--- src/rtl/assert_macros.svh ---
// ---------------------------------------------------------------------------
// Assertion macros shared by the IMU bias calibration RTL.
// ---------------------------------------------------------------------------
`ifndef ASSERT_MACROS_SVH
`define ASSERT_MACROS_SVH

// Condition must hold at every clock edge out of reset.
`define ASSERT_ALWAYS(lbl, clk, rst_n, cond) \
    lbl: assert property (@(posedge clk) disable iff (!rst_n) (cond)) \
        else $error("assertion failed: invariant");

// Consequent must hold in the same cycle as the antecedent.
`define ASSERT_IMPLIES(lbl, clk, rst_n, ante, cons) \
    lbl: assert property (@(posedge clk) disable iff (!rst_n) (ante) |-> (cons)) \
        else $error("assertion failed: same-cycle implication");

// Consequent must hold in the cycle after the antecedent.
`define ASSERT_NEXT(lbl, clk, rst_n, ante, cons) \
    lbl: assert property (@(posedge clk) disable iff (!rst_n) (ante) |=> (cons)) \
        else $error("assertion failed: next-cycle implication");

`endif

--- src/rtl/ibcs_pkg.sv ---
// ---------------------------------------------------------------------------
// ibcs_pkg
// Shared widths, constants and types of the IMU bias calibration block.
// ---------------------------------------------------------------------------
package ibcs_pkg;

    localparam int NUM_AXES  = 3;
    localparam int RAW_W     = 16;
    localparam int RADS_W    = 22;
    localparam int SUM_W     = 26;
    localparam int MAG_W     = SUM_W - 1;
    localparam int COUNT_W   = 10;
    localparam int FRAC_W    = 16;
    localparam int SCALE_W   = 23;
    localparam int PROD_W    = RAW_W + SCALE_W;

    // Saturation limits of a raw 16-bit reading
    localparam int RAW_MAX   = (2 ** (RAW_W - 1)) - 1;
    localparam int RAW_MIN   = -(2 ** (RAW_W - 1));

    // round(2^32 / (32.8 * 57.3)): LSB to rad/s with 16 fractional bits
    localparam logic signed [SCALE_W-1:0] GYRO_SCALE = 23'sd2285238;

    // Bias divider: magnitude load, one reciprocal multiply, then the bias write-back
    localparam int DIV_STEPS = 1;
    localparam int DIV_LAST  = DIV_STEPS + 1;
    localparam int DIV_CNT_W = $clog2(DIV_LAST + 1);

    // Input action codes
    localparam logic ACT_SAMPLE  = 1'b0;
    localparam logic ACT_RESTART = 1'b1;

    typedef enum logic [1:0] {
        ST_CAL,
        ST_DIV,
        ST_RUN
    } cal_state_t;

    // Per-cycle commands from the calibration controller to every gyro lane
    typedef struct packed {
        logic clear;     // restart: drop sums and bias
        logic accum;     // add this sample into the sum
        logic div_load;  // load sum magnitude into the divider
        logic div_step;  // reciprocal multiply of the magnitude
        logic div_done;  // write the quotient into the bias
        logic s1_load;   // capture corrected sample into stage 1
        logic s1_zero;   // stage 1 gyro value forced to zero
    } lane_ctrl_t;

endpackage

--- src/rtl/ibcs_cal_ctrl.sv ---
// ---------------------------------------------------------------------------
// ibcs_cal_ctrl
// Calibration sequencer: counts calibration samples, runs the bias divider
// and issues per-cycle commands to the gyro lanes.
// ---------------------------------------------------------------------------
`include "assert_macros.svh"

module ibcs_cal_ctrl
    import ibcs_pkg::*;
#(
    parameter int CAL_SAMPLES = 300
)
(
    input  logic       clk,
    input  logic       rst_n,
    input  logic       in_valid,
    input  logic       action,
    input  logic       s1_ready,
    output logic       in_ready,
    output logic       calibrated,
    output lane_ctrl_t lane_ctrl
);

    localparam logic [COUNT_W-1:0] CAL_COUNT = COUNT_W'(CAL_SAMPLES);

    cal_state_t             state_reg, state_next;
    logic [COUNT_W-1:0]     count_reg, count_next;
    logic [DIV_CNT_W-1:0]   div_cnt_reg, div_cnt_next;
    logic                   accept;
    logic                   restart;
    logic [COUNT_W-1:0]     count_inc;

    // State registers
    always_ff @(posedge clk or negedge rst_n)
    begin
        if (!rst_n)
        begin
            state_reg   <= ST_CAL;
            count_reg   <= '0;
            div_cnt_reg <= '0;
        end
        else
        begin
            state_reg   <= state_next;
            count_reg   <= count_next;
            div_cnt_reg <= div_cnt_next;
        end
    end

    assign in_ready   = s1_ready && (state_reg != ST_DIV);
    assign accept     = in_valid && in_ready;
    assign restart    = accept && (action == ACT_RESTART);
    assign count_inc  = count_reg + COUNT_W'(1);
    assign calibrated = (state_reg == ST_RUN);

    // Next state and lane commands
    always_comb
    begin
        state_next         = state_reg;
        count_next         = count_reg;
        div_cnt_next       = div_cnt_reg;
        lane_ctrl          = '0;
        lane_ctrl.clear    = restart;
        lane_ctrl.s1_load  = accept;
        lane_ctrl.s1_zero  = restart || (state_reg != ST_RUN);

        unique case (state_reg)
            ST_CAL:
            begin
                if (restart)
                begin
                    count_next = '0;
                end
                else if (accept)
                begin
                    lane_ctrl.accum = 1'b1;
                    count_next      = count_inc;
                    if (count_inc >= CAL_COUNT)
                    begin
                        state_next   = ST_DIV;
                        div_cnt_next = '0;
                    end
                end
            end
            ST_DIV:
            begin
                div_cnt_next       = div_cnt_reg + DIV_CNT_W'(1);
                lane_ctrl.div_load = (div_cnt_reg == '0);
                lane_ctrl.div_step = (div_cnt_reg != '0)
                                  && (div_cnt_reg != DIV_CNT_W'(DIV_LAST));
                if (div_cnt_reg == DIV_CNT_W'(DIV_LAST))
                begin
                    lane_ctrl.div_done = 1'b1;
                    state_next         = ST_RUN;
                end
            end
            ST_RUN:
            begin
                if (restart)
                begin
                    state_next = ST_CAL;
                    count_next = '0;
                end
            end
            default:
            begin
                state_next = ST_CAL;
            end
        endcase
    end

    // Assertions
    `ASSERT_ALWAYS(a_count_bound, clk, rst_n, count_reg <= CAL_COUNT)
    `ASSERT_IMPLIES(a_no_accept_div, clk, rst_n, state_reg == ST_DIV, !in_ready)
    `ASSERT_IMPLIES(a_run_count, clk, rst_n, state_reg == ST_RUN, count_reg == CAL_COUNT)
    `ASSERT_NEXT(a_done_runs, clk, rst_n, lane_ctrl.div_done, state_reg == ST_RUN)

endmodule

--- config.mk ---
export PLATFORM = sky130hd
export DESIGN_NAME = ibcs_cal_ctrl
export DESIGN_NICKNAME = d
export VERILOG_FILES = /design/src/rtl/ibcs_pkg.sv /design/src/rtl/ibcs_cal_ctrl.sv
export VERILOG_INCLUDE_DIRS = /design/src /design/src/rtl
export SDC_FILE = /design/constraint.sdc
export NUM_CORES = 1
export LEC_CHECK = 0
export BUFFER_PORTS_ARGS = -buffer_cell sky130_fd_sc_hd__buf_4
export CAP_MARGIN = 30
export CORE_AREA = 2 2 50 52
export DETAILED_ROUTE_END_ITERATION = 16
export DIE_AREA = 0 0 52 54
export MAX_ROUTING_LAYER = met4
export PLACE_DENSITY = 0.66
export RECOVER_POWER = 100
export SLEW_MARGIN = 30
export SYNTH_ARGS = -nofsm -noshare
export SYNTH_HDL_FRONTEND = slang
export SYNTH_SLANG_ARGS = --single-unit
--- constraint.sdc ---
create_clock -name clk -period 3.7 [get_ports clk]
set_clock_uncertainty 0.1 [all_clocks]
set_input_delay 0.37 -clock clk [delete_from_list [all_inputs] [get_ports clk]]
set_output_delay 0.37 -clock clk [all_outputs]
set_load 0.05 [all_outputs]
==> impl_metrics.tcl, run 1 <==
set metrics [dict create \
    status "completed" \
    post_synth.cell_area_avg_um2 8.51 \
    intPower_uw 230 \
    critPathMaxFanout 12 \
    pwr-share-comb_pct 12.6 \
    wl_um 2040 \
    syn-num-nets 120 \
    synth_top_family_by_area "simple AND/OR/NAND/NOR gates" \
    post-route-util_pct 45.3 \
    rr_worst_depth 5 \
    worstPathRequired_ns 3.23 \
    yosysTopAreaCell "dfrtp_1" \
    fin_crit_ns 2.67 \
    wl_met2_um 914 \
    core_um2 2320 \
    cts_setup_buffers 0 \
    clkSinkCount 14 \
    final_area_um2 1050 \
    yosysMostFrequentCell "o21ai_0" \
    synthXorXnorAreaFrac_pct 1.84 \
    synth_top_area_share_pct 36.7 \
    relSlewSlack_pct 47.6 \
    ctsResizeCount 0 \
    pre_cts_slack_ns 1.59 \
    grt_pass1_wl_um 3290 \
    chipHeight_um 54 \
    timing.hold.ws_ns 0.359 \
    synth-simple-area-share_pct 26.0 \
    syn2layout_area_growth_pct 10.1 \
    yosysSeqAreaShare_pct 36.7 \
    worstSetupStartpointType "flop" \
    grt_pass1_vias 707 \
    wire_per_inst_um 13.2 \
    cap_viol_max_count 0 \
    antenna_cells 0 \
    layout_worst_path_cycle_share_pct 72.1 \
    worst_pin_slew_ns 0.782 \
    final_nets 133 \
    ys_warn_count 0 \
    cp-end-kind "output port" \
    setup_tns_ns 0 \
    ys_seq_elements 14 \
    wl_met1_um 964 \
    synth_ff_type "dfrtp_1" \
    rows 18 \
    grt_overflow 0 \
    slew_viol_final 0 \
    fin_ws_ns 1.03 \
    powerDensity_nw_per_um2 304 \
    clk_pin_slew_ns 0.09 \
    synth.area.top_cells "dfrtp_1, o21ai_0, nand2_1" \
    dieArea_um2 2810 \
    largest_register_ffs 10 \
    synth-adder-area-share_pct 3.94 \
    timing_worst_setup_path_type "reg -> out" \
    ant_nets 0 \
    hp-start "action" \
    die_w_um 52 \
    pwr-share-clk_pct 35.1 \
    io_buffers 13 \
    leakagePower_uw 0.000512 \
    vias_per_cell 5.69 \
    drive_gt1_share_pct 11.3 \
    cts_root_buffer "clkbuf_4" \
    rsz0062_at_grt "no" \
    cp.arrival_ns 2.20 \
    r2r_start "count_reg[0]" \
    fmax_ghz 0.375 \
    drc_errors 0 \
    antenna_found_initial 0 \
    seq_power_share_pct 52.3 \
    cts_tree "yes" \
    power.switching_uw 88.9 \
    clk_path_buf_depth 2 \
    worst_hold_path.endpoint "state_reg[0]" \
    place_hpwl_um 1470 \
    async_flop_share_pct 100 \
    gp_congestion 0.852 \
    cts_hold_buf 1 \
    swShare_pct 27.9 \
    n_fill_cell 241 \
    wl_met3_um 113 \
    topRoutingLayerUsed "met4" \
    synthTopCellsByCount "o21ai_0, dfrtp_1, nand2_1, nor2_1, inv_1" \
    min_path_cells 3 \
    hold_path.class "in -> reg" \
    dr_total_vias 876 \
    syn_inst 112 \
    syn_area_um2 953 \
    synth.mux.area_fraction_pct 0 \
    drt-initial-drc-count 22 \
    hold_viol 0 \
    reg2reg_slack_ns 1.65 \
    placed_area_um2 1050 \
    start_util_pct 41.1 \
    ir_drop_uv 223 \
    finalSetupViolCount 0 \
    ioPinCount 14 \
    cts.htree.levels 1 \
    synth_compound_area_share_pct 24.8 \
    numCtsBuffers 3 \
    synth.distinct_cells 38 \
    clk_latency_ns 0.29 \
    grt_usage_pct 16.7 \
    r2r-end "state_reg[0]" \
    drtPass1Iterations 4 \
    grt_max_degree 15 \
    synth-edff-count 0 \
]
critical path, stage by stage, from the launching register on:
cell and delay, ns:
dfrtp_1 0.45, inv_1 0.18, nand4_1 0.44, inv_1 0.34, clkbuf_1 0.49
layer usage:
layer,GRT usage (%),vias to the layer above
met5,-,-
met4,9.21,0
met3,3.61,7
met2,24.5,30
met1,21.5,410
li1,-,429
power groups by stage:
stage | Clock [uW] | Combinational, uW | Sequential [uW]
after global routing | 122 | 43.9 | 167
final | 112 | 40.1 | 167
after floorplan | 0 | 28.7 | 168
after CTS | 114 | 43.0 | 166
after detailed placement | 0 | 41.9 | 169
after global placement | 0 | 41.0 | 169
final cells by class:
class	instances	area, um2	share of cell area, %
well taps	30	37.5	3.58
repair buffers	14	70.1	6.67
multi-input cells	85	529	50.4
inverters	7	26.3	2.50
clock buffers	4	36.3	3.46
flip-flops and latches	14	350	33.4
per-stage QoR:
stage / instances / total power [uW]
2_1_floorplan: 112 / 197
3_3_place_gp: 149 / 210
3_5_place_dp: 149 / 211
4_1_cts: 154 / 324
5_1_grt: 154 / 334
6_report: 154 / 319
layout by cell type, fill, tap and decap left out, drive strengths merged, types with 3 or more instances in the layout:
cell type  synthesis  final
and3               4      4
nand3              3      3
nand2             13     13
buf                4      3
dfrtp             14     14
clkbuf             2     14
nor2               9      9
nand4              3      3
o31ai              3      3
nor3               5      5
o21ai             17     17
ha                 3      3
inv                7      7
kinds of logic after synthesis:
kind of cell | after synthesis
AND/OR/NAND/NOR | 45
AO/OA/AOI/OAI | 35
buffers and inverters | 13
flip-flops | 14
adder cells (fa/ha/maj) | 3
XOR/XNOR | 2
worst max path at each step:
| stage | startpoint | endpoint | slack, ns | cells past startpoint |
|---|---|---|---|---|
| 2_1_floorplan | state_reg[0] | lane_ctrl[0] | 0.92 | 4 |
| 3_3_place_gp | state_reg[0] | lane_ctrl[5] | 1.62 | 4 |
| 3_5_place_dp | state_reg[0] | lane_ctrl[5] | 1.59 | 4 |
| 4_1_cts | state_reg[0] | lane_ctrl[5] | 1.26 | 4 |
| 5_1_grt | state_reg[0] | lane_ctrl[5] | 0.85 | 4 |
| 6_report | state_reg[0] | lane_ctrl[5] | 1.03 | 4 |
Power figures use the tool's default switching activity.
==> run 2: changes to the inputs <==
clock period = 2.7 ns   (was 3.7 ns; I/O delays follow)
==> run 2 against run 1 <==
Core utilization down 0.27 points. Clock power rose by 6%. Global-route usage barely moved. First-iteration DRC count fell by 14%. Sequential cell count is the same. Combinational power up 36%. Sequential share of layout area is 0.20 points higher. Critical path type unchanged. Highest routed layer unchanged.
==> impl_metrics.tcl, run 2 (synthesis results as in run 1) <==
set metrics [dict create \
    timing_worst_setup_path_type "reg -> out" \
    relSlewSlack_pct 48.8 \
    setup_tns_ns 0 \
    start_util_pct 41.1 \
    cp.arrival_ns 1.86 \
    grt_pass1_wl_um 3360 \
    largest_register_ffs 10 \
    hold_viol 0 \
    fin_crit_ns 2.23 \
    numCtsBuffers 3 \
    wl_um 2100 \
    grt_max_degree 15 \
    grt_usage_pct 16.8 \
    hold_path.class "in -> reg" \
    core_um2 2320 \
    ant_nets 0 \
    fin_ws_ns 0.470 \
    ir_drop_uv 247 \
    vias_per_cell 5.42 \
    seqCellArea_um2 350 \
    drc_errors 0 \
    worst_pin_slew_ns 0.768 \
    worstPathRequired_ns 2.33 \
    ioPinCount 14 \
    cp-end-kind "output port" \
    chipHeight_um 54 \
    antenna_cells 0 \
    cts_root_buffer "clkbuf_4" \
    cts.htree.levels 1 \
    die_w_um 52 \
    final_common_cell "o21ai_0" \
    drt-initial-drc-count 19 \
    powerDensity_nw_per_um2 385 \
    clk_latency_ns 0.28 \
    critPathMaxFanout 12 \
    io_buffers 13 \
    rsz0062_at_grt "no" \
    drive_gt1_share_pct 11.3 \
    n_fill_cell 231 \
    cts_tree "yes" \
    place_hpwl_um 1530 \
    cap_viol_max_count 0 \
    syn2layout_area_growth_pct 9.45 \
    leakagePower_uw 0.000509 \
    timing.hold.ws_ns 0.268 \
    clk_pin_slew_ns 0.08 \
    gp_congestion 0.830 \
    fmax_ghz 0.449 \
    wire_per_inst_um 13.6 \
    dr_total_vias 835 \
    rows 18 \
    layout_worst_path_cycle_share_pct 82.6 \
    drtPass1Iterations 4 \
    finalSetupViolCount 0 \
    multi_input_area_um2 529 \
    grt_overflow 0 \
    pre_cts_slack_ns 0.751 \
    antenna_found_initial 0 \
    clk_path_buf_depth 2 \
    dieArea_um2 2810 \
    slew_viol_final 0 \
    final_cell_mix "o21ai_0, dfrtp_1, nand2_1" \
    grt_pass1_vias 751 \
    worstSetupStartpointType "flop" \
    final_nets 134 \
    status "completed" \
    clkSinkCount 14 \
]
-- run 2: path summary, 6_finish.rpt --
path                       cells after the start  slack (ns)         start        endpoint
setup / recovery                               5        0.47  state_reg[0]    lane_ctrl[5]
hold / removal                                 3        0.27        action    state_reg[0]
setup reg to reg                               5        0.69  count_reg[0]    state_reg[0]
hold reg to reg                                1        0.41  count_reg[9]    count_reg[9]
max in group asynchronous                      2        1.55         rst_n  div_cnt_reg[1]
min in group asynchronous                      2        0.47         rst_n    count_reg[6]
-- run 2: layout make-up --
type / count / area share (%)
flip-flops and latches: 14 / 33.6
repair buffers: 15 / 7.43
multi-input cells: 85 / 50.7
inverters: 7 / 2.52
clock buffers: 3 / 2.16
well taps: 30 / 3.60
-- run 2: power breakdown --
part           switching [uW]  internal (uW)  total (uW)  leakage, uW
logic                    36.6           18.1        54.7     0.000312
clock network            66.8           51.8         119    0.0000138
registers                13.4            215         229     0.000183
total                     117            285         402     0.000509
-- run 2: per-layer routing --
metal	GRT usage, %	share of wire (%)	vias to the layer above
li1	-	-	426
met2	27.8	47	21
met5	-	0	-
met3	1.67	4.1	4
met1	20.6	47	384
met4	7.89	1.3	0
-- run 2: timing repair --
| action | 4_1_cts | 5_1_grt |
|---|---|---|
| gates resized for setup | 0 | 0 |
| setup buffers | 0 | 0 |
| hold buffers | 1 | 0 |
| endpoints found under the hold margin | 14 | 0 |
-- run 2: worst max-delay path: stages, from the launching register on --
cell      delay (ns)
dfrtp_1         0.43
inv_1           0.17
nand4_1         0.11
buf_4           0.20
inv_1           0.17
clkbuf_1        0.49
-- run 2: through the flow --
| step | power, uW | instance area [um2] | util, % | instances |
|---|---|---|---|---|
| 5_1_grt | 421 | 1040 | 45.0 | 154 |
| 3_5_place_dp | 290 | 1060 | 45.6 | 150 |
| 2_1_floorplan | 270 | 953 | - | 112 |
| 6_report | 402 | 1040 | 45.0 | 154 |
| 3_3_place_gp | 287 | 1060 | 45.6 | 150 |
| 4_1_cts | 411 | 1090 | 47.0 | 154 |
==> run 3: changes to the inputs <==
PLACE_DENSITY = 0.68   (was 0.66)
clock period = 1.8 ns   (was 2.7 ns; I/O delays follow)
==> run 3 against run 2 <==
Critical path depth up 1. Cell count rose by 8.4%. Clock power rose by 91%. Die area stayed put. Clock-buffer cell count increased by 1. Via count up 12%. Global-route usage rose by 2.3 points. Critical endpoint is now lane_ctrl[0]. Largest power group unchanged.
==> impl_metrics.tcl, run 3 (synthesis results as in run 1) <==
set metrics [dict create \
    status "completed" \
    layout_worst_path_cycle_share_pct 98.0 \
    cts_root_buffer "clkbuf_4" \
    cp.arrival_ns 1.48 \
    final_common_cell "buf_4" \
    grt_overflow 0 \
    cp-end-kind "output port" \
    ioPinCount 14 \
    largest_register_ffs 10 \
    finalSetupViolCount 0 \
    drtPass1Iterations 4 \
    dr_total_vias 932 \
    numCtsBuffers 3 \
    grt_pass1_vias 871 \
    drc_errors 0 \
    wl_um 2370 \
    grt_max_degree 15 \
    clkSinkCount 14 \
    timing_worst_setup_path_type "reg -> out" \
    grt_usage_pct 19.0 \
    ant_nets 0 \
    slew_viol_final 0 \
    worstPathRequired_ns 1.52 \
    cap_viol_max_count 0 \
    cts.htree.levels 1 \
    chipHeight_um 54 \
    critPathMaxFanout 4 \
    ir_drop_uv 460 \
    powerDensity_nw_per_um2 547 \
    relSlewSlack_pct 46.8 \
    instances_no_fill 167 \
    dp_cells 159 \
    clk_pin_slew_ns 0.08 \
    final_nets 146 \
    worstSetupStartpointType "flop" \
    worst_pin_slew_ns 0.798 \
    setup_tns_ns 0 \
    io_buffers 13 \
    clk_path_buf_depth 2 \
    fmax_ghz 0.567 \
    gp_congestion 0.960 \
    vias_per_cell 5.58 \
    core_um2 2320 \
    hold_path.class "in -> reg" \
    clk_latency_ns 0.29 \
    dieArea_um2 2810 \
    start_util_pct 41.1 \
    die_w_um 52 \
    grt_pass1_wl_um 3790 \
    cp-startpoint "state_reg[1]" \
    antenna_cells 0 \
    syn2layout_area_growth_pct 33.9 \
    cts_tree "yes" \
    rsz0062_at_grt "yes" \
    drive_gt1_share_pct 38.0 \
    place_hpwl_um 1720 \
    rows 18 \
    r2r_start "count_reg[0]" \
    fin_crit_ns 1.76 \
    antenna_found_initial 0 \
    leakagePower_uw 0.000624 \
    final_cell_mix "buf_4, o21ai_0, nand2_1, dfrtp_1, nor2_1" \
    wire_per_inst_um 14.2 \
    drt-initial-drc-count 16 \
    hp-start "action" \
    hold_viol 0 \
]
==> run 3: power by group <==
part / internal, uW / total, uW / switching, uW
registers: 324 / 335 / 11.0
clock network: 123 / 227 / 104
logic: 54.9 / 136 / 80.9
total: 502 / 698 / 195
==> run 3: per-stage QoR <==
stage	cell area [um2]	total power, uW	util [%]	hold slack (ns)	setup slack [ns]
after floorplan	988	410	-	-0.216	-0.0355
after global placement	1160	456	49.9	-0.0613	0.127
after detailed placement	1160	458	49.9	-0.0593	0.0830
after CTS	1230	694	53.0	0.162	-0.000558
after global routing	1280	737	55.0	0.186	-0.0451
final	1280	698	55.0	0.195	0.0358
==> run 3: path summary, 6_finish.rpt <==
check                                to  slack, ns  depth (start not counted)
max                        lane_ctrl[0]       0.04                          6
min                        state_reg[0]       0.20                          3
max reg2reg                state_reg[0]       0.04                          6
min reg2reg                count_reg[9]       0.41                          1
max in group asynchronous  count_reg[2]       0.67                          2
min in group asynchronous  count_reg[0]       0.38                          2
==> run 3: critical path: stages (launching register included) <==
cell      delay, ns
dfrtp_1        0.40
nand2b_4       0.16
and2_4         0.15
nand2_4        0.04
buf_6          0.11
o21ai_4        0.15
buf_6          0.17
==> run 3: timing repair <==
item | 4_1_cts | 5_1_grt
gates resized for setup | 2 | 12
pin swaps | 0 | 6
hold buffers | 1 | 0
hold endpoints to repair | 14 | 0
setup endpoints to repair | 2 | 6
setup buffers | 2 | 1
==> run 3: final cells by class <==
cell class | instances | area, um2
Sequential cell | 14 | 354
Multi-Input combinational cell | 85 | 609
Inverter | 7 | 26.3
Tap cell | 30 | 37.5
Timing Repair Buffer | 27 | 213
Clock buffer | 4 | 36.3
Fill cell | 220 | 1040
==> run 3: per-layer routing <==
metal / global-route usage [%] / up-vias / routed length, um
li1: - / 452 / -
met1: 22.5 / 436 / 946
met2: 31.9 / 40 / 1210
met3: 3.06 / 4 / 170
met4: 8.77 / 0 / 44
met5: - / - / 0
