==> src/rtl/assert_macros.svh <==
// ---------------------------------------------------------------------------
// Assertion macros shared by the IMU bias calibration RTL.
// ---------------------------------------------------------------------------
`ifndef ASSERT_MACROS_SVH
`define ASSERT_MACROS_SVH

// Condition must hold at every clock edge out of reset.
`define ASSERT_ALWAYS(lbl, clk, rst_n, cond) \
    lbl: assert property (@(posedge clk) disable iff (!rst_n) (cond)) \
        else $error("assertion failed: invariant");

// Consequent must hold in the same cycle as the antecedent.
`define ASSERT_IMPLIES(lbl, clk, rst_n, ante, cons) \
    lbl: assert property (@(posedge clk) disable iff (!rst_n) (ante) |-> (cons)) \
        else $error("assertion failed: same-cycle implication");

// Consequent must hold in the cycle after the antecedent.
`define ASSERT_NEXT(lbl, clk, rst_n, ante, cons) \
    lbl: assert property (@(posedge clk) disable iff (!rst_n) (ante) |=> (cons)) \
        else $error("assertion failed: next-cycle implication");

`endif

==> src/rtl/ibcs_pkg.sv <==
// ---------------------------------------------------------------------------
// ibcs_pkg
// Shared widths, constants and types of the IMU bias calibration block.
// ---------------------------------------------------------------------------
package ibcs_pkg;

    localparam int NUM_AXES  = 3;
    localparam int RAW_W     = 16;
    localparam int RADS_W    = 22;
    localparam int SUM_W     = 26;
    localparam int MAG_W     = SUM_W - 1;
    localparam int COUNT_W   = 10;
    localparam int FRAC_W    = 16;
    localparam int SCALE_W   = 23;
    localparam int PROD_W    = RAW_W + SCALE_W;

    // Saturation limits of a raw 16-bit reading
    localparam int RAW_MAX   = (2 ** (RAW_W - 1)) - 1;
    localparam int RAW_MIN   = -(2 ** (RAW_W - 1));

    // round(2^32 / (32.8 * 57.3)): LSB to rad/s with 16 fractional bits
    localparam logic signed [SCALE_W-1:0] GYRO_SCALE = 23'sd2285238;

    // Bias divider: magnitude load, one reciprocal multiply, then the bias write-back
    localparam int DIV_STEPS = 1;
    localparam int DIV_LAST  = DIV_STEPS + 1;
    localparam int DIV_CNT_W = $clog2(DIV_LAST + 1);

    // Input action codes
    localparam logic ACT_SAMPLE  = 1'b0;
    localparam logic ACT_RESTART = 1'b1;

    typedef enum logic [1:0] {
        ST_CAL,
        ST_DIV,
        ST_RUN
    } cal_state_t;

    // Per-cycle commands from the calibration controller to every gyro lane
    typedef struct packed {
        logic clear;     // restart: drop sums and bias
        logic accum;     // add this sample into the sum
        logic div_load;  // load sum magnitude into the divider
        logic div_step;  // reciprocal multiply of the magnitude
        logic div_done;  // write the quotient into the bias
        logic s1_load;   // capture corrected sample into stage 1
        logic s1_zero;   // stage 1 gyro value forced to zero
    } lane_ctrl_t;

endpackage

==> src/rtl/ibcs_gyro_lane.sv <==
// ---------------------------------------------------------------------------
// ibcs_gyro_lane
// One gyro axis: calibration sum, reciprocal bias divider, bias subtraction
// with saturation, stage-1 register and the rad/s scaling multiplier.
// ---------------------------------------------------------------------------
module ibcs_gyro_lane
    import ibcs_pkg::*;
#(
    parameter int CAL_SAMPLES = 300
)
(
    input  logic                     clk,
    input  logic                     rst_n,
    input  lane_ctrl_t               ctrl,
    input  logic signed [RAW_W-1:0]  gyro_raw,
    output logic signed [RADS_W-1:0] rads
);

    // |sum| < 2^MAG_W, so floor(|sum| * RECIP / 2^DIV_SH) is the exact quotient
    localparam int                          DIV_L     = $clog2(CAL_SAMPLES);
    localparam int                          DIV_SH    = MAG_W + DIV_L;
    localparam int                          DIV_P_W   = MAG_W + DIV_SH + 1;
    localparam longint                      RECIP_VAL =
        ((longint'(1) << DIV_SH) + longint'(CAL_SAMPLES) - longint'(1))
        / longint'(CAL_SAMPLES);
    localparam logic [MAG_W:0]              RECIP     = (MAG_W + 1)'(RECIP_VAL);
    localparam logic signed [SUM_W-1:0]     Q_HI      = SUM_W'(RAW_MAX);
    localparam logic signed [SUM_W-1:0]     Q_LO      = SUM_W'(RAW_MIN);
    localparam logic signed [RAW_W:0]       D_HI      = (RAW_W + 1)'(RAW_MAX);
    localparam logic signed [RAW_W:0]       D_LO      = (RAW_W + 1)'(RAW_MIN);

    logic signed [SUM_W-1:0]  sum_reg, sum_next;
    logic signed [RAW_W-1:0]  bias_reg, bias_next;
    logic [MAG_W-1:0]         mag_reg, mag_next;
    logic [MAG_W-1:0]         quo_reg, quo_next;
    logic                     neg_reg, neg_next;
    logic signed [RAW_W-1:0]  corr_reg, corr_next;

    logic signed [SUM_W-1:0]  gyro_ext;
    logic signed [SUM_W-1:0]  sum_abs;
    logic [MAG_W-1:0]         sum_mag;
    logic [DIV_P_W-1:0]       div_prod;
    logic signed [SUM_W-1:0]  quo_ext;
    logic signed [SUM_W-1:0]  quo_signed;
    logic signed [RAW_W-1:0]  bias_sat;
    logic signed [RAW_W:0]    diff;
    logic signed [RAW_W-1:0]  corr_sat;
    logic signed [PROD_W-1:0] prod;

    // Calibration sum and bias hold architectural state
    always_ff @(posedge clk or negedge rst_n)
    begin
        if (!rst_n)
        begin
            sum_reg  <= '0;
            bias_reg <= '0;
        end
        else
        begin
            sum_reg  <= sum_next;
            bias_reg <= bias_next;
        end
    end

    // Divider and stage-1 datapath
    always_ff @(posedge clk)
    begin
        mag_reg  <= mag_next;
        quo_reg  <= quo_next;
        neg_reg  <= neg_next;
        corr_reg <= corr_next;
    end

    // Sum update
    assign gyro_ext = {{(SUM_W - RAW_W){gyro_raw[RAW_W-1]}}, gyro_raw};

    always_comb
    begin
        sum_next = sum_reg;
        if (ctrl.clear)
        begin
            sum_next = '0;
        end
        else if (ctrl.accum)
        begin
            sum_next = sum_reg + gyro_ext;
        end
    end

    // Divide |sum| by the sample count: register the magnitude, then multiply
    // by the rounded-up reciprocal and keep the bits above the shift
    assign sum_abs  = sum_reg[SUM_W-1] ? (~sum_reg + SUM_W'(1)) : sum_reg;
    assign sum_mag  = sum_abs[MAG_W-1:0];
    assign div_prod = DIV_P_W'(mag_reg) * DIV_P_W'(RECIP);

    always_comb
    begin
        mag_next = mag_reg;
        quo_next = quo_reg;
        neg_next = neg_reg;
        if (ctrl.div_load)
        begin
            mag_next = sum_mag;
            neg_next = sum_reg[SUM_W-1];
        end
        else if (ctrl.div_step)
        begin
            quo_next = div_prod[DIV_SH +: MAG_W];
        end
    end

    // Signed quotient, truncated toward zero, saturated to a raw reading
    assign quo_ext    = {1'b0, quo_reg};
    assign quo_signed = neg_reg ? (~quo_ext + SUM_W'(1)) : quo_ext;

    always_comb
    begin
        priority if (quo_signed > Q_HI)
            bias_sat = RAW_W'(RAW_MAX);
        else if (quo_signed < Q_LO)
            bias_sat = RAW_W'(RAW_MIN);
        else
            bias_sat = quo_signed[RAW_W-1:0];
    end

    always_comb
    begin
        bias_next = bias_reg;
        if (ctrl.clear)
        begin
            bias_next = '0;
        end
        else if (ctrl.div_done)
        begin
            bias_next = bias_sat;
        end
    end

    // Bias subtraction with saturation
    assign diff = {gyro_raw[RAW_W-1], gyro_raw} - {bias_reg[RAW_W-1], bias_reg};

    always_comb
    begin
        priority if (diff > D_HI)
            corr_sat = RAW_W'(RAW_MAX);
        else if (diff < D_LO)
            corr_sat = RAW_W'(RAW_MIN);
        else
            corr_sat = diff[RAW_W-1:0];
    end

    always_comb
    begin
        corr_next = corr_reg;
        if (ctrl.s1_load)
        begin
            corr_next = ctrl.s1_zero ? '0 : corr_sat;
        end
    end

    // Scale to rad/s; dropping the low bits is a floor shift
    assign prod = corr_reg * GYRO_SCALE;
    assign rads = prod[FRAC_W+RADS_W-1:FRAC_W];

endmodule

==> config.mk <==
export PLATFORM = sky130hd
export DESIGN_NAME = ibcs_gyro_lane
export DESIGN_NICKNAME = d
export VERILOG_FILES = /design/src/rtl/assert_macros.svh /design/src/rtl/ibcs_pkg.sv /design/src/rtl/ibcs_gyro_lane.sv
export SDC_FILE = /design/constraint.sdc
export NUM_CORES = 1
export LEC_CHECK = 0
export ABC_AREA = 1
export BUFFER_PORTS_ARGS = -buffer_cell sky130_fd_sc_hd__buf_2
export CAP_MARGIN = 0
export CORE_MARGIN = 3
export CORE_UTILIZATION = 33
export DETAILED_ROUTE_END_ITERATION = 7
export PLACE_DENSITY = 0.47
export SYNTH_ARGS = -nofsm -noshare
export SYNTH_HDL_FRONTEND = slang
export SYNTH_SLANG_ARGS = --single-unit
==> constraint.sdc <==
create_clock -name clk -period 5.5 [get_ports clk]
set_input_delay 1.1 -clock clk [delete_from_list [all_inputs] [get_ports clk]]
set_output_delay 1.1 -clock clk [all_outputs]
set_load 0.03 [all_outputs]
==> flow_summary.ini, run 1 <==
[synth]
seq_area_frac_synth_pct = 11.1
syn_area_per_cell_um2 = 8.13
synth_top_family_by_area = adder cells
synth-xor-area-share_pct = 2.31
syn_nets = 3950
yosysWarningCount = 0
synth_top_area_share_pct = 28.6
synth_seq_cells = 101
synth_compound_area_share_pct = 7.07
synthTopCellsByArea = fa_1 29%, ha_1 22%, inv_1 12%
synthDistinctLibCells = 45
synth_area_leader_cell = fa_1
synth_mux_area_share_pct = 0
yosys.area_share.simple_pct = 17.0
synthAdderAreaFrac_pct = 50.4
syn_area_um2 = 25400
postSynthCellCount = 3120

[outcome]
outcome = finished, violations left
violations = setup timing

[route]
wirelength_um = 80700
drc = 0
dr_total_vias = 21200
vias_per_cell = 4.58
drt_iter0_drc = 1073
drtAntennaViolNets = 0
drtPass1Iterations = 5
wl_per_cell_um = 17.4

[finish]
drive_gt1_share_pct = 25.7
final_common_cell = inv_1
final_cell_mix = 747 x inv_1, 427 x nand2_1, 405 x buf_4
antenna_cells = 0
largest_register_ffs = 26
final_nets = 4421
syn2layout_area_growth_pct = 28.8

[global_route]
track_usage_pct = 20.1
grt_start_max_net_pins = 43
use_met1_pct = 27.8
grt_pass1_wl_um = 126000
grt_pass1_vias = 22000
grt_overflow = 0
grt.busiest_layer = met2
grt_use_met2_pct = 35.2
antenna_found_initial = 0
grt_util_met3_pct = 1.18

[timing]
setup_slack_ns = -1.00
clock.fmax_mhz = 154
rsz0062_at_grt = true
period_minus_slack_ns = 6.50
period_share_pct = 118
slew_violations = 0
worst_pin_slew_ns = 0.658
hold_viol_final = 0
setup_violations = 39
fin_skew_ns = 0.0133
maxSlewHeadroom_pct = 56.1

[floorplanning]
ios = 47
die_h_um = 283
die_width_um = 283
coreArea_um2 = 76100
start_util_pct = 33.3
die_area_um2 = 80200
row_count = 101

[clock_tree]
cts_buffers = 9
cts_max_path_buffers = 2
cts_tree = built
root_buffer = clkbuf_16
htree_levels = 3
clkTransAtPathRegs_ns = 0.07
cts_sinks = 101
clk-insertion-delay-late_ns = 0.36

[critical_path]
cpPeakStageDelay_ns = 0.60
path_cells = fa_2, inv_2, fa_2, fa_1, inv_2, fa_1, inv_1, fa_1, inv_2, fa_2, ha_4, nand2_4, nor2_4, inv_4, o211ai_1, nand3_1, a21o_1, nand2_4, buf_6
r2r-start = mag_reg[23]$_DFFE_PP_
endpoint_kind = primary output
cp_slowest_cell = fa_2
cp-startpoint = corr_reg[5]$_SDFFCE_PP0P_
arrival_ns = 5.40
cp_max_fo = 4
crit_type = flop to primary output
start_kind = flop
required_ns = 4.40

[job]
drv_cap = 0

[placed_design]
dp_slack_ns = -0.793
numPortBuffers = 46
hpwl_um = 73500
globalplace.congestion = 0.931

[min_path]
hold_path.class = flop to flop
hold_path.startpoint = sum_reg[0]$_DFFE_PN0P_
-- synthesized netlist by cell type (all sizes together) --
master,number
nand2,546
nor3,32
nand3b,7
a32o,1
a21boi,8
dfrtp,42
nand4,38
o31ai,5
nor2,260
nor4,6
xnor2,15
o22ai,6
o211ai,2
o21bai,21
xor2,52
buf,8
a21o,18
a31oi,6
fa,363
clkbuf,5
nand2b,1
and2,2
ha,442
a21oi,143
nand3,124
or2,6
inv,789
o21ai,107
clkinv,1
edfxtp,59
o21a,5
-- metal layers --
| layer | up-vias | wire length, um |
|---|---|---|
| met4 | 0 | 1440 |
| met3 | 57 | 2050 |
| met5 | - | 0 |
| met2 | 289 | 39600 |
| met1 | 10200 | 37600 |
| li1 | 10700 | - |
-- kinds of logic (layout without fill, tap and decap cells) --
family                   after synthesis  after routing
AND/OR/NAND/NOR                     1022           1022
adder cells (fa/ha/maj)              805            805
buffers and inverters                803           1279
AO/OA/AOI/OAI                        322            322
XOR/XNOR                              67             67
flip-flops                           101            101
-- critical path, delay by kind of cell, from the launching register on --
kind,cells,cell delay [ns]
AOI/OAI and AO/OA,2,0.55
adders and majority gates,7,3.25
DFF,1,0.48
buffers and inverters,6,0.36
and+or+nand+nor,4,0.40
-- repair_timing --
item,CTS,global route
hold buffers,0,0
gates resized for setup,314,158
pin swaps,187,120
setup buffers,25,17
gates cloned,0,0
endpoints found under the setup margin,39,39
-- through the flow --
step	instances	setup TNS [ns]	area, um^2	hold slack (ns)	util [%]
finish	4626	-26.43	32700	0.541	42.9
global placement	4570	-25.12	30200	0.524	39.7
detailed placement	4570	-25.07	30200	0.531	39.7
global route	4626	-33.95	32700	0.565	42.9
floorplan	3120	-8.96	25900	0.420	-
CTS	4610	-26.79	31900	0.551	42.0
-- final timing paths --
| path | to | slack [ns] | cells after the start |
|---|---|---|---|
| worst max-delay path | rads[17] | -1.00 | 19 |
| worst min-delay path | mag_reg[0]$_DFFE_PP_ | 0.54 | 0 |
| worst max register to register | quo_reg[15]$_DFFE_PP_ | -0.44 | 25 |
| worst min register to register | mag_reg[0]$_DFFE_PP_ | 0.54 | 0 |
| max in group asynchronous | bias_reg[4]$_DFFE_PN0P_ | 4.25 | 2 |
| min in group asynchronous | sum_reg[23]$_DFFE_PN0P_ | 0.83 | 2 |
-- layout make-up --
cell class / count / area, um^2
Fill cell: 7885 / 43400
Clock inverter: 6 / 65.1
Inverter: 790 / 2970
Tap cell: 1030 / 1290
Clock buffer: 10 / 229
Sequential cell: 101 / 2820
Timing Repair Buffer: 473 / 3660
Multi-Input combinational cell: 2216 / 21600
Power of run 1 is left out: the tool's default activity adds up to more than one toggle a clock period on the data nets, which glitch-free logic cannot reach.
==> run 2, diff against run 1 <==
--- a/config.mk
+++ b/config.mk
@@ -8,10 +8,11 @@
 export ABC_AREA = 1
 export BUFFER_PORTS_ARGS = -buffer_cell sky130_fd_sc_hd__buf_2
 export CAP_MARGIN = 0
+export CORE_ASPECT_RATIO = 1.75
 export CORE_MARGIN = 3
-export CORE_UTILIZATION = 33
+export CORE_UTILIZATION = 60
 export DETAILED_ROUTE_END_ITERATION = 7
-export PLACE_DENSITY = 0.47
+export PLACE_DENSITY = 0.78
 export SYNTH_ARGS = -nofsm -noshare
 export SYNTH_HDL_FRONTEND = slang
 export SYNTH_SLANG_ARGS = --single-unit
==> constraint.sdc (replaced) <==
create_clock -name clk -period 5.5 [get_ports clk]
set_input_delay 1.1 -clock clk [delete_from_list [all_inputs] [get_ports clk]]
set_output_delay 1.1 -clock clk [all_outputs]
set_load 0.05 [all_outputs]
==> flow_summary.ini, run 2 (synthesized netlist as in run 1, its figures left out) <==
[outcome]
outcome = finished, violations left
violations = setup timing

[clock_tree]
htree_levels = 3
clkTransAtPathRegs_ns = 0.07
cts_buffers = 9
root_buffer = clkbuf_16
cts_tree = built
cts_sinks = 101
clk-insertion-delay-late_ns = 0.35
cts_max_path_buffers = 2

[route]
wirelength_um = 89100
drtPass1Iterations = 6
drt_iter0_drc = 1599
vias_per_cell = 5.65
drc = 0
drtAntennaViolNets = 0
dr_total_vias = 23400
wl_per_cell_um = 21.5

[placed_design]
numPortBuffers = 46
hpwl_um = 74300
dp_slack_ns = -1.04
globalplace.congestion = 1.00

[global_route]
grt_pass1_vias = 25200
grt_overflow = 0
track_usage_pct = 39.0
grt_start_max_net_pins = 43
grt_pass1_wl_um = 135000
antenna_found_initial = 0

[critical_path]
arrival_ns = 5.58
endpoint_kind = primary output
start_kind = flop
cp_max_fo = 3
cp-startpoint = corr_reg[4]$_SDFFCE_PP0P_
crit_type = flop to primary output
r2r-start = mag_reg[2]$_DFFE_PP_
required_ns = 4.40

[floorplanning]
die_width_um = 161
ios = 47
die_h_um = 278
row_count = 99
start_util_pct = 60.8
die_area_um2 = 44900
coreArea_um2 = 41700

[finish]
syn2layout_area_growth_pct = 28.3
final_cell_mix = 737 x inv_1, 410 x nand2_1, 385 x buf_4
post-route-util_pct = 78.0
final_nets = 4407
antenna_cells = 0
drive_gt1_share_pct = 27.5
final_common_cell = inv_1
largest_register_ffs = 26

[timing]
setup_violations = 39
setup_slack_ns = -1.18
clock.fmax_mhz = 150
hold_viol_final = 0
slew_violations = 0
period_minus_slack_ns = 6.68
period_share_pct = 121
rsz0062_at_grt = true
fin_skew_ns = 0.00642
maxSlewHeadroom_pct = 16.5
worst_pin_slew_ns = 1.25

[min_path]
hold_path.startpoint = bias_reg[1]$_DFFE_PN0P_
hold_path.class = flop to flop

[job]
drv_cap = 0
==> run 2: per-stage QoR <==
step	area [um^2]	hold slack, ns	setup TNS (ns)	std cells
after global routing	32500	0.526	-35.96	4137
after detailed placement	29600	0.492	-28.89	4078
after CTS	31700	0.511	-27.29	4126
after global placement	29600	0.467	-26.54	4078
after floorplan	25900	0.420	-10.23	3120
final	32500	0.511	-30.34	4137
==> run 2: timing repair <==
action | CTS | global route
gates resized for setup | 405 | 185
cloned | 0 | 0
setup endpoints to repair | 39 | 39
hold buffers | 0 | 0
pin swaps | 185 | 174
setup buffers | 33 | 11
==> run 2: final cells by class <==
class / instances / area (um^2)
clock inverters: 4 / 31.3
well taps: 555 / 694
repair buffers: 459 / 3620
inverters: 790 / 2970
flip-flops and latches: 101 / 2820
fillers: 2823 / 9200
clock buffers: 12 / 258
multi-input cells: 2216 / 22100
==> run 2: worst max-delay path, stage by stage (launching register included) <==
cell      delay (ns)
edfxtp_1        0.44
fa_2            0.63
inv_2           0.04
fa_2            0.42
fa_1            0.50
inv_1           0.06
fa_1            0.50
inv_1           0.05
fa_1            0.48
inv_1           0.05
fa_1            0.52
ha_4            0.23
nand2_4         0.10
nor2_4          0.05
buf_6           0.11
a21oi_4         0.15
nand2b_1        0.13
nand3b_1        0.31
xor2_4          0.28
buf_6           0.16
==> run 2: per-layer routing <==
metal	wire length, um	track usage [%]	up-vias
met5	0	0	-
met4	7670	24.2	0
met3	4910	5.51	409
met2	45100	69.8	1003
met1	31400	43.4	11300
li1	-	-	10600
==> run 2: final timing paths <==
path | end | slack [ns] | cells past startpoint
worst max-delay path | rads[10] | -1.18 | 19
worst min-delay path | bias_reg[1]$_DFFE_PN0P_ | 0.51 | 2
worst max register to register | quo_reg[16]$_DFFE_PP_ | -0.43 | 20
worst min register to register | bias_reg[1]$_DFFE_PN0P_ | 0.51 | 2
max in group asynchronous | sum_reg[4]$_DFFE_PN0P_ | 3.97 | 1
min in group asynchronous | sum_reg[17]$_DFFE_PN0P_ | 0.91 | 1
Power of run 2 is left out for the same reason.
==> run 3, diff against run 2 <==
--- a/config.mk
+++ b/config.mk
@@ -8,7 +8,7 @@
 export ABC_AREA = 1
 export BUFFER_PORTS_ARGS = -buffer_cell sky130_fd_sc_hd__buf_2
 export CAP_MARGIN = 0
-export CORE_ASPECT_RATIO = 1.75
+export CORE_ASPECT_RATIO = 0.5
 export CORE_MARGIN = 3
 export CORE_UTILIZATION = 60
 export DETAILED_ROUTE_END_ITERATION = 7
==> constraint.sdc (replaced) <==
create_clock -name clk -period 5.64 [get_ports clk]
set_input_delay 1.128 -clock clk [delete_from_list [all_inputs] [get_ports clk]]
set_output_delay 1.128 -clock clk [all_outputs]
set_load 0.05 [all_outputs]
==> flow_summary.ini, run 3 (synthesized netlist as in run 1, its figures left out) <==
[floorplanning]
row_count = 52
ios = 47
coreArea_um2 = 41100
die_area_um2 = 44900
die_h_um = 151
die_width_um = 297
start_util_pct = 61.8

[timing]
slew_violations = 0
period_share_pct = 118
hold_ws_ns = 0.509
fin_skew_ns = 0.0187
period_minus_slack_ns = 6.66
rsz0062_at_grt = true
clock.fmax_mhz = 150
maxSlewHeadroom_pct = 32.8
worst_pin_slew_ns = 1.01
setup_slack_ns = -1.02
hold_viol_final = 0
setup_violations = 39

[critical_path]
required_ns = 4.51
r2r-start = mag_reg[23]$_DFFE_PP_
crit_path_end = rads[5]
cp_max_fo = 4
start_kind = flop
cp-startpoint = corr_reg[3]$_SDFFCE_PP0P_
endpoint_kind = primary output
crit_type = flop to primary output
arrival_ns = 5.53
reg2reg_to = quo_reg[8]$_DFFE_PP_
rrSetupSlack_ns = -0.37
ff2ff_path_depth = 22

[finish]
final_nets = 4375
final_cell_mix = 757 x inv_1, 428 x nand2_1, 393 x ha_1
antenna_cells = 0
final_common_cell = inv_1
syn2layout_area_growth_pct = 25.4
drive_gt1_share_pct = 24.0
largest_register_ffs = 26

[placed_design]
hpwl_um = 67700
numPortBuffers = 46
dp_slack_ns = -0.777
globalplace.congestion = 0.973

[global_route]
antenna_found_initial = 0
grt_pass1_vias = 23300
track_usage_pct = 35.8
grt_pass1_wl_um = 124000
grt_start_max_net_pins = 43
grt_overflow = 0

[route]
dr_total_vias = 22300
drt_iter0_drc = 1626
drc = 0
wirelength_um = 79200
drtPass1Iterations = 7
drtAntennaViolNets = 0
vias_per_cell = 5.42
wl_per_cell_um = 19.2

[clock_tree]
htree_levels = 3
root_buffer = clkbuf_16
cts_max_path_buffers = 2
clk-insertion-delay-late_ns = 0.36
cts_sinks = 101
cts_tree = built
cts_buffers = 9
clkTransAtPathRegs_ns = 0.09

[min_path]
hold_path_depth = 2
hold_path.class = flop to flop

[outcome]
violations = setup timing
outcome = finished, violations left

[job]
drv_cap = 0
[run 3: cell count changes in the layout (fill, tap and decap cells not counted), moves of 9 or more]
cell,before,now
buf_4,385,359
ha_1,368,393
ha_4,63,43
inv_1,737,757
inv_2,51,32
nand2_2,99,80
nand2_1,410,428
a21oi_1,95,106
o21ai_0,65,76
buf_6,39,29
nor2_1,180,190
o21ai_2,21,12
[run 3: cell type report]
cell class,instances,area [um^2]
Tap cell,567,709
Clock inverter,7,86.3
Fill cell,2913,9240
Clock buffer,9,225
Multi-Input combinational cell,2216,21600
Sequential cell,101,2820
Inverter,790,2970
Timing Repair Buffer,427,3400
[run 3: metal layers]
| metal | part of all wire, % | track usage (%) | up-vias | wire [um] |
|---|---|---|---|---|
| li1 | - | - | 10600 | - |
| met1 | 40 | 44.1 | 10800 | 32000 |
| met2 | 48 | 62.8 | 740 | 38100 |
| met3 | 6.2 | 5.66 | 220 | 4940 |
| met4 | 5.2 | 16.2 | 0 | 4110 |
| met5 | 0 | 0 | - | 0 |
[run 3: worst min-delay path by stage]
stage / slack, ns / endpoint / start
6_report: 0.51 / bias_reg[0]$_DFFE_PN0P_ / bias_reg[0]$_DFFE_PN0P_
5_1_grt: 0.55 / bias_reg[0]$_DFFE_PN0P_ / bias_reg[0]$_DFFE_PN0P_
2_1_floorplan: 0.42 / neg_reg$_DFFE_PP_ / sum_reg[25]$_DFFE_PN0P_
3_5_place_dp: 0.49 / bias_reg[0]$_DFFE_PN0P_ / bias_reg[0]$_DFFE_PN0P_
3_3_place_gp: 0.48 / bias_reg[0]$_DFFE_PN0P_ / bias_reg[0]$_DFFE_PN0P_
4_1_cts: 0.51 / bias_reg[0]$_DFFE_PN0P_ / bias_reg[0]$_DFFE_PN0P_
[run 3: what timing repair did]
action / 4_1_cts / 5_1_grt
resized for setup: 303 / 157
setup endpoints to repair: 39 / 39
setup buffers: 29 / 12
hold buffers: 0 / 0
pin swaps: 164 / 127
endpoints found under the hold margin: 0 / 0
[run 3: through the flow]
stage | area (um^2) | setup TNS, ns | std cells | utilization (%)
after CTS | 31100 | -24.12 | 4106 | 75.7
after detailed placement | 29400 | -22.13 | 4061 | 71.6
after floorplan | 25900 | -7.74 | 3120 | -
after global routing | 31800 | -31.95 | 4117 | 77.5
final | 31800 | -25.71 | 4117 | 77.5
after global placement | 29400 | -20.79 | 4061 | 71.6
[run 3: worst max-delay path: stages, from the launching register on]
cell	delay (ns)
edfxtp_1	0.44
fa_1	0.60
inv_1	0.06
fa_1	0.36
inv_1	0.07
fa_1	0.43
fa_1	0.50
inv_1	0.06
fa_1	0.53
inv_1	0.05
fa_1	0.49
ha_4	0.33
nand2_1	0.13
nor2_4	0.13
inv_2	0.06
nor2_4	0.12
nand2_2	0.06
o211ai_1	0.16
nand2_1	0.12
nand2_2	0.14
xor2_4	0.17
buf_8	0.16
Power of run 3 is left out for the same reason.
